## src/sv/msc_pkg.sv

```systemverilog
// package for the multi-servo slew controller: sizes, codes and the angle clamp
// no dependencies
`timescale 1ns / 1ps

package msc_pkg;

  localparam int NUM_SERVOS = 8;
  localparam int CH_W = (NUM_SERVOS > 1) ? $clog2(NUM_SERVOS) : 1;
  // active count (4 bits) and NUM_SERVOS (up to 16) both fit in five bits
  localparam int CNT_W = 5;

  // input function codes
  localparam logic [2:0] FUNC_ATTACH   = 3'd0;
  localparam logic [2:0] FUNC_DETACH   = 3'd1;
  localparam logic [2:0] FUNC_SET_TGT  = 3'd2;
  localparam logic [2:0] FUNC_SET_IMM  = 3'd3;
  localparam logic [2:0] FUNC_SNAP_ALL = 3'd4;
  localparam logic [2:0] FUNC_TICK     = 3'd5;

  // configuration register indexes
  localparam logic [2:0] REG_SLEW_RATE  = 3'd0;
  localparam logic [2:0] REG_FLOOR      = 3'd1;
  localparam logic [2:0] REG_CEILING    = 3'd2;
  localparam logic [2:0] REG_ACTIVE_CNT = 3'd3;
  localparam logic [2:0] REG_PIN_MASK   = 3'd4;

  localparam logic [15:0] SLEW_RATE_RESET = 16'd60;
  localparam logic [7:0]  FLOOR_RESET     = 8'd0;
  localparam logic [7:0]  CEILING_RESET   = 8'd180;
  localparam logic [3:0]  ACTIVE_RESET    = 4'd8;
  localparam logic [7:0]  PIN_MASK_RESET  = 8'd255;
  localparam logic [7:0]  ANGLE_RESET     = 8'd90;

  // step = floor(p / 1000) for p < 2^18 as (p * RECIP_M) >> RECIP_SHIFT
  localparam logic [18:0] RECIP_M     = 19'd268436;
  localparam int          RECIP_SHIFT = 28;
  // rate * elapsed at or above this gives a step of 255 or more
  localparam logic [33:0] SAT_PROD    = 34'd255000;
  localparam logic [7:0]  STEP_MAX    = 8'd255;

  function automatic logic [7:0] clamp_angle(input logic signed [15:0] a,
                                             input logic [7:0] lo,
                                             input logic [7:0] hi);
    logic signed [15:0] lo_s;
    logic signed [15:0] hi_s;
    lo_s = signed'({8'b0, lo});
    hi_s = signed'({8'b0, hi});
    if (a < lo_s) begin
      return lo;
    end else if (a > hi_s) begin
      return hi;
    end else begin
      return a[7:0];
    end
  endfunction

endpackage

```

## src/sv/multi_servo_slew_controller_unit.sv

```systemverilog
// top level of the multi-servo slew controller: per-servo state, sequencer and
// one shared multiplier for the slew step; uses msc_pkg
`timescale 1ns / 1ps
// attach, detach, set target and set immediate hold busy through exec and flush;
// snap all walks every servo slot in snap; a tick scans each slot and takes a
// moving servo through mul1, mul2 and move (the multiplier is used twice per move:
// rate times elapsed, then divide by 1000); each result is strobed when the next is
// found, the last with last_write from flush; the receiver cannot stall them
// reset (rst, synchronous) restores the register defaults, detaches all servos,
// sets current and target angles to 90 and last move times to zero

module multi_servo_slew_controller_unit (
  input  logic                clk,
  input  logic                rst,
  input  logic                start,
  output logic                busy,
  input  logic [2:0]          func,
  input  logic [2:0]          servo_index,
  input  logic signed [15:0]  angle_request,
  input  logic [31:0]         time_ms,
  input  logic                wr_en,
  input  logic [2:0]          wr_index,
  input  logic [15:0]         wr_data,
  output logic                result_strobe,
  output logic [2:0]          servo_out,
  output logic [7:0]          angle_out,
  output logic                last_write
);
  import msc_pkg::*;

  localparam logic [2:0] ST_IDLE  = 3'd0;
  localparam logic [2:0] ST_EXEC  = 3'd1;
  localparam logic [2:0] ST_SNAP  = 3'd2;
  localparam logic [2:0] ST_SCAN  = 3'd3;
  localparam logic [2:0] ST_MUL1  = 3'd4;
  localparam logic [2:0] ST_MUL2  = 3'd5;
  localparam logic [2:0] ST_MOVE  = 3'd6;
  localparam logic [2:0] ST_FLUSH = 3'd7;

  // configuration
  logic [15:0] slew_rate;
  logic [7:0]  angle_floor;
  logic [7:0]  angle_ceiling;
  logic [3:0]  active_count;
  logic [7:0]  pin_valid_mask;

  // per-servo state
  logic        attached [NUM_SERVOS];
  logic [7:0]  cur_ang  [NUM_SERVOS];
  logic [7:0]  tgt_ang  [NUM_SERVOS];
  logic [31:0] last_t   [NUM_SERVOS];

  // latched item
  logic [2:0]         func_q;
  logic [2:0]         idx_q;
  logic signed [15:0] req_q;
  logic [31:0]        now_q;

  logic [2:0]      state;
  logic [CH_W-1:0] ch;
  logic [31:0]     elapsed;
  logic            sat;
  logic [33:0]     prod;
  logic [7:0]      step;

  // one result held back until we know whether it is the last of the item
  logic            pend_v;
  logic [CH_W-1:0] pend_ch;
  logic [7:0]      pend_ang;

  // shared multiplier
  logic [18:0] mul_a;
  logic [17:0] mul_b;
  logic [36:0] mul_p;

  logic [CNT_W-1:0] n_use;
  logic [CH_W-1:0]  idx_ch;
  logic             idx_ok;
  logic             ch_ok;
  logic             ch_last;
  logic [7:0]       cur_sel;
  logic [7:0]       tgt_sel;
  logic [31:0]      last_sel;
  logic [31:0]      elapsed_now;
  logic             need_move;
  logic [7:0]       req_clamped;
  logic [7:0]       snap_ang;
  logic [8:0]       sum9;
  logic [7:0]       dn;
  logic [7:0]       new_ang;
  logic [7:0]       q;

  assign busy = (state != ST_IDLE);

  always_comb begin
    if ({1'b0, active_count} > CNT_W'(NUM_SERVOS)) begin
      n_use = CNT_W'(NUM_SERVOS);
    end else begin
      n_use = CNT_W'(active_count);
    end
  end

  assign idx_ch  = CH_W'(idx_q);
  assign idx_ok  = (CNT_W'(idx_q) < n_use);
  assign ch_ok   = (CNT_W'(ch) < n_use);
  assign ch_last = (ch == CH_W'(NUM_SERVOS - 1));

  assign cur_sel  = cur_ang[ch];
  assign tgt_sel  = tgt_ang[ch];
  assign last_sel = last_t[ch];
  assign elapsed_now = now_q - last_sel;
  // zero elapsed moves only a servo whose last move time is zero
  assign need_move = ch_ok && attached[ch] && (cur_sel != tgt_sel) &&
                     !((elapsed_now == 32'd0) && (last_sel != 32'd0));

  assign req_clamped = clamp_angle(req_q, angle_floor, angle_ceiling);
  assign snap_ang    = clamp_angle(signed'({8'b0, tgt_sel}), angle_floor, angle_ceiling);

  always_comb begin
    if (state == ST_MUL2) begin
      mul_a = RECIP_M;
      mul_b = prod[17:0];
    end else begin
      mul_a = {3'b0, slew_rate};
      mul_b = elapsed[17:0];
    end
  end
  assign mul_p = {18'b0, mul_a} * {19'b0, mul_b};
  assign q = mul_p[RECIP_SHIFT +: 8];

  always_comb begin
    sum9 = {1'b0, cur_sel} + {1'b0, step};
    dn   = (cur_sel > step) ? (cur_sel - step) : 8'd0;
    if (cur_sel < tgt_sel) begin
      new_ang = (sum9 > {1'b0, tgt_sel}) ? tgt_sel : sum9[7:0];
    end else begin
      new_ang = (dn < tgt_sel) ? tgt_sel : dn;
    end
  end

  // configuration port
  always_ff @(posedge clk) begin
    if (rst) begin
      slew_rate      <= SLEW_RATE_RESET;
      angle_floor    <= FLOOR_RESET;
      angle_ceiling  <= CEILING_RESET;
      active_count   <= ACTIVE_RESET;
      pin_valid_mask <= PIN_MASK_RESET;
    end else if (wr_en) begin
      case (wr_index)
        REG_SLEW_RATE:  slew_rate      <= wr_data;
        REG_FLOOR:      angle_floor    <= wr_data[7:0];
        REG_CEILING:    angle_ceiling  <= wr_data[7:0];
        REG_ACTIVE_CNT: active_count   <= wr_data[3:0];
        REG_PIN_MASK:   pin_valid_mask <= wr_data[7:0];
        default: ;
      endcase
    end
  end

  // item latch and slew datapath registers
  always_ff @(posedge clk) begin
    if (start && !busy) begin
      func_q <= func;
      idx_q  <= servo_index;
      req_q  <= angle_request;
      now_q  <= time_ms;
    end
    if (state == ST_SCAN) begin
      elapsed <= elapsed_now;
      sat     <= (elapsed_now[31:18] != 14'd0) && (slew_rate != 16'd0);
    end
    if (state == ST_MUL1) begin
      prod <= mul_p[33:0];
    end
    if (state == ST_MUL2) begin
      if (sat || (prod >= SAT_PROD)) begin
        step <= STEP_MAX;
      end else if (q == 8'd0) begin
        step <= 8'd1;
      end else begin
        step <= q;
      end
    end
  end

  // sequencer, servo state and result register
  always_ff @(posedge clk) begin
    if (rst) begin
      state         <= ST_IDLE;
      ch            <= '0;
      pend_v        <= 1'b0;
      result_strobe <= 1'b0;
      for (int i = 0; i < NUM_SERVOS; i++) begin
        attached[i] <= 1'b0;
        cur_ang[i]  <= ANGLE_RESET;
        tgt_ang[i]  <= ANGLE_RESET;
        last_t[i]   <= 32'd0;
      end
    end else begin
      result_strobe <= 1'b0;
      case (state)
        ST_IDLE: begin
          if (start) begin
            state  <= ST_EXEC;
            ch     <= '0;
            pend_v <= 1'b0;
          end
        end
        ST_EXEC: begin
          case (func_q)
            FUNC_ATTACH: begin
              state <= ST_FLUSH;
              for (int i = 0; i < NUM_SERVOS; i++) begin
                if ((CNT_W'(i) < n_use) && (i < 8) && pin_valid_mask[3'(i)]) begin
                  attached[i] <= 1'b1;
                end
              end
            end
            FUNC_DETACH: begin
              state <= ST_FLUSH;
              for (int i = 0; i < NUM_SERVOS; i++) begin
                if (CNT_W'(i) < n_use) begin
                  attached[i] <= 1'b0;
                end
              end
            end
            FUNC_SET_TGT: begin
              state <= ST_FLUSH;
              if (idx_ok) begin
                tgt_ang[idx_ch] <= req_clamped;
              end
            end
            FUNC_SET_IMM: begin
              state <= ST_FLUSH;
              if (idx_ok && attached[idx_ch]) begin
                cur_ang[idx_ch] <= req_clamped;
                tgt_ang[idx_ch] <= req_clamped;
                pend_v   <= 1'b1;
                pend_ch  <= idx_ch;
                pend_ang <= req_clamped;
              end
            end
            FUNC_SNAP_ALL: state <= ST_SNAP;
            FUNC_TICK:     state <= ST_SCAN;
            default:       state <= ST_FLUSH;
          endcase
        end
        ST_SNAP: begin
          if (ch_ok && attached[ch]) begin
            cur_ang[ch] <= snap_ang;
            tgt_ang[ch] <= snap_ang;
            if (pend_v) begin
              result_strobe <= 1'b1;
              servo_out     <= 3'(pend_ch);
              angle_out     <= pend_ang;
              last_write    <= 1'b0;
            end
            pend_v   <= 1'b1;
            pend_ch  <= ch;
            pend_ang <= snap_ang;
          end
          ch <= ch + 1'b1;
          if (ch_last) begin
            state <= ST_FLUSH;
          end
        end
        ST_SCAN: begin
          if (need_move) begin
            state <= ST_MUL1;
          end else begin
            ch <= ch + 1'b1;
            if (ch_last) begin
              state <= ST_FLUSH;
            end
          end
        end
        ST_MUL1: state <= ST_MUL2;
        ST_MUL2: state <= ST_MOVE;
        ST_MOVE: begin
          cur_ang[ch] <= new_ang;
          last_t[ch]  <= now_q;
          if (pend_v) begin
            result_strobe <= 1'b1;
            servo_out     <= 3'(pend_ch);
            angle_out     <= pend_ang;
            last_write    <= 1'b0;
          end
          pend_v   <= 1'b1;
          pend_ch  <= ch;
          pend_ang <= new_ang;
          ch <= ch + 1'b1;
          state <= ch_last ? ST_FLUSH : ST_SCAN;
        end
        ST_FLUSH: begin
          // the held beat is the final one of the item
          if (pend_v) begin
            result_strobe <= 1'b1;
            servo_out     <= 3'(pend_ch);
            angle_out     <= pend_ang;
            last_write    <= 1'b1;
          end
          pend_v <= 1'b0;
          state  <= ST_IDLE;
        end
        default: state <= ST_IDLE;
      endcase
    end
  end

endmodule

```

## config.mk

```make
export PLATFORM = sky130hd
export DESIGN_NAME = multi_servo_slew_controller_unit
export DESIGN_NICKNAME = d
export VERILOG_FILES = /design/src/sv/msc_pkg.sv /design/src/sv/multi_servo_slew_controller_unit.sv
export SDC_FILE = /design/constraint.sdc
export NUM_CORES = 2
export LEC_CHECK = 0
export BUFFER_PORTS_ARGS = -buffer_cell sky130_fd_sc_hd__buf_2
export CORE_MARGIN = 1.5
export CORE_UTILIZATION = 30
export CTS_BUF_LIST = sky130_fd_sc_hd__clkbuf_8
export DETAILED_ROUTE_END_ITERATION = 6
export GPL_ROUTABILITY_DRIVEN = 1
export HOLD_SLACK_MARGIN = 0.08
export SLEW_MARGIN = 20
export SYNTH_ARGS = -nofsm -noshare
export SYNTH_HDL_FRONTEND = slang
export SYNTH_SLANG_ARGS = --single-unit
```

## constraint.sdc

```tcl
create_clock -name clk -period 21.6 [get_ports clk]
set_input_delay 2.16 -clock clk [delete_from_list [all_inputs] [get_ports clk]]
set_output_delay 2.16 -clock clk [all_outputs]
set_load 0.01 [all_outputs]
```

Word level (Yosys, flattened, before mapping)
Memories as Yosys holds them, arrays and structs flattened. A register that Yosys moved wholly into a read port is not among the register bits.
Cells that the tools add are included.
W data, S select, Z words.
{"block": "word_totals", "reg_bits": 186, "wordCells": 301, "input_bits": 77, "ram_bits": 392, "memories": 4}
{"block": "op_classes", "n_reduce_logical": 46, "n_lt_le_gt_ge": 20, "eq_ne": 24, "n_addsub": 4, "n_mul": 1, "bitwise": 15, "mux": 164}
{"name": "last_t", "depth": 8, "width": 32, "read_ports": 1, "rd_ports_with_merged_regs": 1, "write_ports": 8, "line": "multi_servo_slew_controller_unit.sv:51", "source": "logic [31:0] last_t [NUM_SERVOS];"}
{"name": "cur_ang", "depth": 8, "width": 8, "read_ports": 1, "rd_ports_with_merged_regs": 1, "write_ports": 8, "line": "multi_servo_slew_controller_unit.sv:49", "source": "logic [7:0] cur_ang [NUM_SERVOS];"}
{"name": "tgt_ang", "depth": 8, "width": 8, "read_ports": 1, "rd_ports_with_merged_regs": 1, "write_ports": 8, "line": "multi_servo_slew_controller_unit.sv:50", "source": "logic [7:0] tgt_ang [NUM_SERVOS];"}
{"name": "attached", "depth": 8, "width": 1, "read_ports": 2, "rd_ports_with_merged_regs": 2, "write_ports": 8, "line": "multi_servo_slew_controller_unit.sv:48", "source": "logic attached [NUM_SERVOS];"}
{"cell": "$mux W8", "n": 20}
{"cell": "$mux W1", "n": 105}
{"cell": "$mux W3", "n": 25}
{"cell": "$mul A19 B18 Y36", "n": 1}
{"cell": "$ge A34 B18 Y1 const B", "n": 1}
{"cell": "$logic_not A32 Y1", "n": 1}
{"cell": "$mux W32", "n": 1}
{"cell": "$reduce_bool A32 Y1", "n": 1}
{"cell": "$reduce_or A32 Y1", "n": 1}
{"cell": "$reduce_or A8 Y1", "n": 4}
{"cell": "$sub A32 B32 Y32", "n": 1}
{"cell": "$eq A3 B3 Y1 const B", "n": 8}
{"cell": "$lt A8 B8 Y1", "n": 3}
{"cell": "$pmux W3 S8", "n": 1}
{"cell": "$pmux W8 S3", "n": 1}
{"cell": "$mux W19", "n": 1}
{"cell": "$eq A3 B2 Y1 const B", "n": 6}
{"cell": "$mux W18", "n": 1}
{"cell": "$pmux W3 S3", "n": 2}
{"cell": "$gt A16 B9 Y1", "n": 1}
{"cell": "$gt A8 B8 Y1", "n": 2}
{"cell": "$lt A16 B9 Y1", "n": 1}
{"cell": "$lt A3 B4 Y1 const A", "n": 4}
{"cell": "$pmux W8 S2", "n": 1}
{"cell": "33 further kinds", "n": 81}

Logic depth before layout (Yosys ltp)
{"block": "depth", "word_depth": 13, "mapped_depth": 30, "mapped_depth_nobuf": 29}

Least setup slack after synthesis
Ideal clock, no wire load.
{"block": "synth_timing", "path_kind": "flip-flop to flip-flop", "start": "reg state[1]", "end": "reg step[0], data pin", "t_arrival_ps": 7140, "setup_slack_ps": 14272, "synth_period_minus_slack_ps": 7328, "n_path_buf": 2, "setup_time_ps": 188, "path_stages_with_launch": 31, "path_cell_list": "dfxtp_1 > inv_1 > nand3_1 > inv_1 > clkbuf_1 > and2_1 > clkbuf_1 > a21oi_1 > fa_1 > inv_1 > fa_1 > inv_1 > fa_1 > inv_1 > fa_1 > fa_1 > inv_1 > fa_1 > inv_1 > ha_1 > nand2_1 > or3_1 > or3_1 > o2bb2ai_1 > a211oi_1 > o21bai_1 > a21oi_1 > o21ai_0 > a21oi_1 > xnor2_1 > o41ai_1"}
{"block": "synth_via", "elab_chain_len": 5, "elab_cells_between_ends": 6}
{"element": "start, declared", "line": "multi_servo_slew_controller_unit.sv:59", "source": "logic [2:0] state;"}
{"element": "start signal, assigned", "line": "multi_servo_slew_controller_unit.sv:293", "source": "state <= ch_last ? ST_FLUSH : ST_SCAN;"}
{"element": "$eq A3 B3 Y1 (*)", "line": "multi_servo_slew_controller_unit.sv:120", "source": "if (state == ST_MUL2) begin"}
{"element": "$mux W19 or $mux W18 (tied branches)", "line": "multi_servo_slew_controller_unit.sv:120"}
{"element": "$mul A19 B18 Y36 (*)", "line": "multi_servo_slew_controller_unit.sv:128", "source": "assign mul_p = {18'b0, mul_a} * {19'b0, mul_b};"}
{"element": "$logic_not A8 Y1", "line": "multi_servo_slew_controller_unit.sv:179", "source": "end else if (q == 8'd0) begin"}
{"element": "$reduce_or A2 Y1 (no line)"}
{"element": "end signal, assigned", "line": "multi_servo_slew_controller_unit.sv:182", "source": "step <= q;"}
{"element": "end, declared", "line": "multi_servo_slew_controller_unit.sv:64", "source": "logic [7:0] step;"}
Every way passes the cells marked *; elsewhere a longest branch is shown, timed or not.
A chain may end at the register's enable or synchronous reset.

Worst setup path after layout
Same ends and word-level chain as after synthesis.

==> out/metrics.yaml <==
place:
  port_buffers: 90
  dp_hpwl_um: 80600
  dp_worst_setup_slack_ps: 12000
  gp_congestion: 0.884
worst_setup_path:
  crit_path_end_kind: "flop"
  startpoint_type: "flop"
  worstPathArrival_ps: 10230
  worstPathMaxFanout: 85
  path_class: "flop to flop"
  reg2reg_depth: 28
  slowest_stage: "buf_4"
  worstPathRequired_ps: 22170
  cp_slowest_stage_delay_ps: 640
grt:
  top_usage_layer: "met2"
  grt_pass1_wl_um: 169000
  grt_antenna_before_repair: 9
  grt_overflow: 0
  grt_pass1_vias: 27300
  grt_use_met2_pct: 26.6
  grt_max_degree: 86
  use_met1_pct: 22.1
  grt_usage_pct: 16.5
  grtUsageMet3_pct: 3.46
synthesis:
  yosys.area.top_type_share_pct: 39.8
  syn_inst: 3534
  synth_area_sq_um: 39700
  synthDistinctLibCells: 91
  synth_common_cells: "edfxtp_1 (526), nand2_1 (415), inv_1 (368), and2_1 (284), fa_1 (241)"
  synth_flop_cell: "edfxtp_1"
  yosys.area.top_type: "edfxtp_1"
  yosysMostFrequentCell: "edfxtp_1"
  ys_seq_elements: 580
  synth_area_leaders: "edfxtp_1 (40%), fa_1 (12%), ha_1 (6.9%), mux4_2 (4.7%), and2_1 (4.5%)"
  ys_seq_area_share_pct: 42.5
  syn_avg_cell_area_sq_um: 11.2
  synthArstFlopShare_pct: 0
  syn_nets: 4072
  synth_edf_count: 526
  ys_warn_count: 0
clock_network:
  htree_levels: 3
  cts_tree: "built"
  cts_buffers: 98
  clkLatencyLatePin_ps: 810
  clkTransAtPathRegs_ps: 60
  ctsHoldBuffers: 0
  cts_repair_resize_count: 0
  post_cts_buffers: 0
  root_buffer: "clkbuf_8"
  cts_buffer_depth: 3
  cts_sinks: 580
sta:
  setup_slack_ps: 11940
  setup_viol: 0
  hold_violations: 0
  max_freq_mhz: 104
  fin_crit_sh_pct: 44.7
  rsz0062_at_grt: "false"
  setup_tns_ps: 0
  slew_headroom_pct: 23.3
  worst_pin_slew_ps: 1150
  fin_skew_ps: 43.1
  fin_crit_ps: 9660
  slew_viol_final: 0
finish:
  fin_nets: 4113
  syn_to_final_growth_pct: 10.2
  drive_gt1_share_pct: 11.4
  fillerInstances: 13100
die:
  rows: 133
  die_area_sq_um: 134000
  initial_core_util_pct: 30.2
  io_pins: 91
  coreArea_sq_um: 131000
  die_w_um: 367
  die_h_um: 367
drt:
  routed_via_density: 4.96
  firstDrtPassIters: 5
  post-route-drc-count: 0
  ant_nets: 0
  finalWirelength_um: 112000
  wl_per_cell_um: 20.7
  drt_iter0_markers: 1953
  vias: 26800
worst_hold_path:
  holdPathStages: 0
  hold_path_class: "flop to flop"
status:
  status: "finished, final reports clean"
power:
  worst_ir_drop_vdd_mv: 0.0939
  p_leak_nw: 18.1
  power.density_nw_per_um2: 99.6
job:
  maxCapViolCount: 0
where the power goes:
group | leakage, nW | switching [mW] | total [mW] | internal [mW]
Clock | 1.07 | 0.488 | 0.950 | 0.462
Combinational | 11.5 | 1.19 | 1.95 | 0.760
Sequential | 5.48 | 0.0722 | 1.45 | 1.38
layout make-up:
type / instances / area (sq um) / area share [%]
clock buffer: 99 / 1360 / 3.12
timing repair buffer: 123 / 698 / 1.60
tap: 1755 / 2200 / 5.02
sequential: 580 / 16900 / 38.6
clock inverter: 82 / 488 / 1.12
antenna: 3 / 7.51 / 0.0172
inverter: 371 / 1390 / 3.19
multi-input combinational: 2401 / 20700 / 47.3
sequential cells by signal, summed over array words and instances (netlist names), 3 cells and up, named ones only:
name / flops
active_count: 4
angle_ceiling: 8
angle_floor: 8
angle_out: 8
attached: 4
ch: 3
cur_ang: 64
elapsed: 18
func_q: 3
idx_ch: 3
last_t: 256
now_q: 32
pend_ang: 8
pend_ch: 3
pin_valid_mask: 4
prod: 34
req_q: 16
servo_out: 3
slew_rate: 16
state: 3
step: 8
tgt_ang: 64
kinds of logic after synthesis:
family / count (synthesis) / synth area share [%]
muxes: 181 / 7.97
xor gates and xnor gates: 62 / 1.37
adders and majority gates: 461 / 19.1
AOI/OAI and AO/OA: 458 / 7.67
and+or+nand+nor: 1239 / 15.9
DFF: 580 / 42.5
buffers and inverters: 553 / 5.50
per-stage QoR:
| step | instances | cell area, sq um | power [mW] | util, % | hold slack (ps) |
|---|---|---|---|---|---|
| 6_report | 5414 | 43700 | 4.36 | 33.3 | 421 |
| 3_5_place_dp | 5230 | 41900 | 3.44 | 31.9 | 406 |
| 4_1_cts | 5411 | 43700 | 4.40 | 33.3 | 422 |
| 3_3_place_gp | 5230 | 41800 | 3.41 | 31.9 | 406 |
| 2_1_floorplan | 3534 | 39700 | 2.88 | - | 400 |
| 5_1_grt | 5412 | 43700 | 4.70 | 33.3 | 429 |
critical path: cells and delay by family (launching register included):
family | cells | cell delay (ps)
adders and majority gates | 7 | 3380
AOI/OAI and AO/OA | 6 | 1940
buffers and inverters | 7 | 1710
and+or+nand+nor | 7 | 1670
DFF | 1 | 550
xor gates and xnor gates | 1 | 120
worst paths after layout:
path             endpoint   startpoint  slack (ps)
min reg2reg  angle_out[6]  pend_ang[6]         420
max reg2reg       step[0]     state[1]       11940
min          angle_out[6]  pend_ang[6]         420
max               step[0]     state[1]       11940
layer usage:
metal,up-vias,wire (um)
met4,2,2870
met5,-,10
met3,176,8400
met1,13300,48500
met2,962,52300
li1,12400,-
placed cells by master, fill, tap and decap left out, types with 29 or more instances in the layout:
| cell type | synthesis | final |
|---|---|---|
| o21a_1 | 29 | 29 |
| fa_1 | 241 | 241 |
| a21o_1 | 55 | 55 |
| clkbuf_8 | 0 | 99 |
| xnor2_1 | 41 | 41 |
| mux2i_1 | 64 | 64 |
| nand3_1 | 41 | 40 |
| ha_1 | 220 | 220 |
| o21ai_0 | 62 | 62 |
| nor4_1 | 35 | 34 |
| edfxtp_1 | 526 | 526 |
| and2_1 | 284 | 284 |
| nand2b_1 | 48 | 48 |
| a21oi_1 | 163 | 163 |
| buf_2 | 12 | 90 |
| inv_1 | 368 | 401 |
| nand2_1 | 415 | 414 |
| and3_1 | 106 | 106 |
| buf_4 | 6 | 33 |
| nor2_1 | 169 | 164 |
| dfxtp_1 | 54 | 52 |
| mux4_2 | 83 | 83 |
No activity file was read; power rests on OpenSTA's default activity.
